[src/hw/rtl/lisl_pkg.sv]
`default_nettype none

package lisl_pkg;

    localparam int MAX_ELEMENTS_DEF = 256;
    localparam int VALUE_WIDTH_DEF  = 32;

    // flags that ride along with each word through the cell row
    typedef struct packed {
        logic valid;
        logic start;
    } t_tok_ctl;

endpackage

`default_nettype wire

[src/hw/rtl/lisl_cell.sv]
`default_nettype none

module lisl_cell #(
    parameter int VALUE_WIDTH = lisl_pkg::VALUE_WIDTH_DEF,
    parameter int LEN_WIDTH   = 9,
    parameter int CELL_IDX    = 0
) (
    input  wire                           i_clk,
    input  wire                           i_rst_n,
    input  wire                           i_adv,
    input  wire lisl_pkg::t_tok_ctl       i_ctl,
    input  wire signed [VALUE_WIDTH-1:0]  i_key,
    input  wire        [LEN_WIDTH-1:0]    i_idx,
    input  wire        [LEN_WIDTH-1:0]    i_best,
    output lisl_pkg::t_tok_ctl            o_ctl,
    output logic signed [VALUE_WIDTH-1:0] o_key,
    output logic       [LEN_WIDTH-1:0]    o_idx,
    output logic       [LEN_WIDTH-1:0]    o_best
);

    localparam logic [LEN_WIDTH-1:0] MY_IDX = LEN_WIDTH'(CELL_IDX);

    // stored element and the length ending at it
    logic signed [VALUE_WIDTH-1:0] r_val;
    logic        [LEN_WIDTH-1:0]   r_len;

    lisl_pkg::t_tok_ctl            r_ctl;
    logic signed [VALUE_WIDTH-1:0] r_key;
    logic        [LEN_WIDTH-1:0]   r_idx;
    logic        [LEN_WIDTH-1:0]   r_best;

    logic                  w_hit;
    logic                  w_store;
    logic [LEN_WIDTH-1:0]  n_best;

    always_comb begin
        // only entries below the word's own slot belong to its sequence
        w_hit   = i_ctl.valid && (MY_IDX < i_idx) && (r_val < i_key) && (r_len > i_best);
        n_best  = w_hit ? r_len : i_best;
        // every earlier entry has been seen by the time the word reaches its slot
        w_store = i_ctl.valid && (i_idx == MY_IDX);
    end

    always_ff @(posedge i_clk) begin
        if (!i_rst_n) begin
            r_ctl <= '0;
        end else if (i_adv) begin
            r_ctl <= i_ctl;
        end
    end

    always_ff @(posedge i_clk) begin
        if (i_adv) begin
            r_key  <= i_key;
            r_idx  <= i_idx;
            r_best <= n_best;
            if (w_store) begin
                r_val <= i_key;
                r_len <= i_best + LEN_WIDTH'(1);
            end
        end
    end

    assign o_ctl  = r_ctl;
    assign o_key  = r_key;
    assign o_idx  = r_idx;
    assign o_best = r_best;

endmodule

`default_nettype wire

[config.mk]
export PLATFORM = sky130hd
export DESIGN_NAME = lisl_cell
export DESIGN_NICKNAME = d
export VERILOG_FILES = /design/src/hw/rtl/lisl_pkg.sv /design/src/hw/rtl/lisl_cell.sv
export SDC_FILE = /design/constraint.sdc
export NUM_CORES = 1
export LEC_CHECK = 0
export BUFFER_PORTS_ARGS = -buffer_cell sky130_fd_sc_hd__buf_2
export CAP_MARGIN = 20
export CORE_ASPECT_RATIO = 0.8
export CORE_MARGIN = 2
export CORE_UTILIZATION = 53
export CTS_CLUSTER_SIZE = 24
export DETAILED_ROUTE_END_ITERATION = 10
export PLACE_DENSITY = 0.9
export SETUP_SLACK_MARGIN = 0.3
export SLEW_MARGIN = 20
export SYNTH_ARGS = -nofsm -noshare
export SYNTH_HDL_FRONTEND = slang
export SYNTH_SLANG_ARGS = --single-unit
[constraint.sdc]
create_clock -name i_clk -period 4.5 [get_ports i_clk]
set_clock_uncertainty 0.2 [all_clocks]
set_input_delay 0.675 -clock i_clk [delete_from_list [all_inputs] [get_ports i_clk]]
set_output_delay 0.675 -clock i_clk [all_outputs]
set_load 0.02 [all_outputs]
==> impl_metrics.tcl <==
set metrics [dict create \
    outcome "finished clean" \
    antenna_found_initial 1 \
    syn_avg_cell_area_sq_um 15.12 \
    pwr_density_cell_nw_per_um2 336.2 \
    critPathKind "primary input to register" \
    yosysWarnings 0 \
    place_area_sq_um 4823 \
    overflow 0 \
    core_area_sq_um 7497 \
    grt_max_degree 53 \
    grt_pass1_wl_mm 12.62 \
    yosysSeqAreaShare 0.6667 \
    post_drt_wl_per_cell_um 15.38 \
    hold_viol_final 0 \
    arrival_ns 2.98 \
    htreeDepth 3 \
    cts-resized-gates 0 \
    grt_use_total 0.1924 \
    hpwl_mm 5.849 \
    clkTransAtPathRegs_ns 0.09 \
    critPathBufInv 2 \
    insertion_delay_ns 0.35 \
    ys_ff_latch 93 \
    die_y_um 83.23 \
    drt_iter0_markers 60 \
    final_common_cell "buf_2" \
    die_x_um 103.0 \
    io_pins 107 \
    syn_nets 371 \
    fin_area_sq_um 4991 \
    num_rows 28 \
    layout-drive-gt1-share 0.3442 \
    cts_sinks 93 \
    met1_usage 0.2436 \
    finalNetCount 489 \
    cp_cell_sequence "buf_2 > inv_1 > ha_1 > a21o_1 > a211oi_1 > o21ai_1 > a2111o_1 > a21oi_2 > mux2_4 > mux2_4" \
    diodes 0 \
    wl_mm 7.737 \
    synthTopCellsByArea "edfxtp_1 66%, ha_1 12%, inv_1 3.7%, mux2_4 3.2%, a21oi_1 1.6%" \
    initial_utilization 0.5547 \
    period_minus_slack_ns 3.077 \
    numCtsBuffers 9 \
    grtUsageMet2 0.3117 \
    drtAntennaViolNets 0 \
    syn_to_final_growth_pct 20.01 \
    final.period_utilization 0.6838 \
    tritoncts "yes" \
    tns_ns 0 \
    irDropWorstVdd_v 0.0002657 \
    globalplace.congestion 0.7960 \
    crit_fanout 9 \
    n_fill_cell 590 \
    p_leak_nw 2.161 \
    grt_use_met3 0.06987 \
    drv_slew 0 \
    crit_required_ns 4.40 \
    post-cts-setup-buffers 0 \
    final_cell_mix "106 x buf_2, 91 x edfxtp_1, 41 x inv_1, 41 x ha_1, 13 x a21oi_1" \
    cp-end-kind "register" \
    clock_path_buffers 2 \
    viasPerCell 5.068 \
    synth_top_cell_area_share 0.6570 \
    fmax_mhz 325.0 \
    netlist.top_cell.by_area "edfxtp_1" \
    yosysUniqueCellTypes 37 \
    io_buffers 106 \
    setup_viol 0 \
    vias 2549 \
    worstSetupStartpointType "primary input" \
    syn_area_sq_um 4159 \
    worst_pin_slew_ns 0.6695 \
    worst_path_max_delay_cell "a2111o_1" \
    dieArea_sq_um 8576 \
    busiest_layer "met2" \
    drt_first_pass_iters 4 \
    path_common_cell "mux2_4" \
    root_buffer "clkbuf_8" \
    drv_cap 0 \
    hold_buffers 0 \
    p_total_mw 1.678 \
    rsz0062_at_grt "false" \
    syn_inst 275 \
    slowest_delay_ns 0.44 \
    slew_headroom 0.5537 \
    hp-class "register to register" \
    crit_family "compound AO/OA/AOI/OAI gates" \
    first_global_vias 2711 \
    drcViolationCount 0 \
]
logic make-up after synthesis:
| kind of cell | after synthesis | share of synthesized area |
|---|---|---|
| flip-flops | 93 | 0.6667 |
| AND/OR/NAND/NOR | 45 | 0.05656 |
| buffers and inverters | 43 | 0.04272 |
| adder cells (fa/ha/maj) | 41 | 0.1233 |
| AO/OA/AOI/OAI | 35 | 0.05866 |
| multiplexers | 11 | 0.03730 |
| XOR/XNOR | 7 | 0.01474 |
path summary, 6_finish.rpt:
check | cells after the start | end | startpoint | slack, ns
worst min-delay path | 2 | o_ctl[1] | o_ctl[1] | 0.30
worst min register to register | 2 | o_ctl[1] | o_ctl[1] | 0.30
worst max register to register | 8 | o_best[2] | r_val[6] | 1.48
worst max-delay path | 10 | o_best[2] | i_key[6] | 1.42
stage by stage:
| step | instances | util | hold WS, ns | worst slack, ns |
|---|---|---|---|---|
| after floorplan | 275 | - | 0.3529 | 1.055 |
| after global placement | 487 | 0.6434 | 0.2653 | 1.112 |
| after detailed placement | 487 | 0.6434 | 0.2821 | 1.053 |
| after CTS | 503 | 0.6657 | 0.2866 | 1.434 |
| after global routing | 503 | 0.6657 | 0.2835 | 1.313 |
| final | 503 | 0.6657 | 0.3046 | 1.423 |
cell usage after synthesis (all sizes together):
| cell | count |
|---|---|
| a221oi | 1 |
| xor2 | 1 |
| ha | 41 |
| a21boi | 2 |
| o211ai | 1 |
| a2111oi | 1 |
| nor2 | 9 |
| xnor2 | 6 |
| o21a | 2 |
| nand2b | 2 |
| nand3b | 1 |
| nor2b | 2 |
| and4 | 2 |
| a21oi | 14 |
| nand3 | 7 |
| buf | 1 |
| a211oi | 2 |
| nor4 | 2 |
| nand2 | 10 |
| or3 | 1 |
| a21o | 2 |
| edfxtp | 91 |
| inv | 42 |
| o221a | 1 |
| nand4 | 6 |
| dfxtp | 2 |
| o2111ai | 1 |
| o21ai | 7 |
| a2111o | 1 |
| nor3 | 3 |
| mux2i | 2 |
| mux2 | 9 |
registers in the layout, indices dropped and copies added (netlist names):
register  cells
r_len         9
o_best        9
o_idx         9
o_key        32
r_val        32
o_ctl         2
worst register-to-register path, stage by stage (launching register included):
cell      delay [ns]
edfxtp_1        0.39
ha_1            0.30
a21o_1          0.18
a211oi_1        0.24
o21ai_1         0.10
a2111o_1        0.44
a21oi_2         0.19
mux2_4          0.41
mux2_4          0.32
per-layer routing:
metal  up-vias  part of all wire  wire length, um
met2        81              0.49             3822
met5         -            0.0014               11
met1      1201              0.42             3234
met4         2            0.0094               73
met3        11             0.077              596
li1       1254                 -                -
layout make-up:
class                           instances  area, sq um  area share
Clock buffer                           10        127.6     0.02557
Clock inverter                          6        40.04    0.008022
Inverter                               42        157.7     0.03159
Multi-Input combinational cell        139         1216      0.2437
Sequential cell                        93         2773      0.5555
Tap cell                              105        131.4     0.02632
Timing Repair Buffer                  108        545.5      0.1093
where the power goes:
group	internal [mW]	switching (mW)
Sequential	0.991	0.00831
Clock	0.200	0.281
Combinational	0.0759	0.123
Total	1.27	0.411
(Power assumes the default switching activity.)
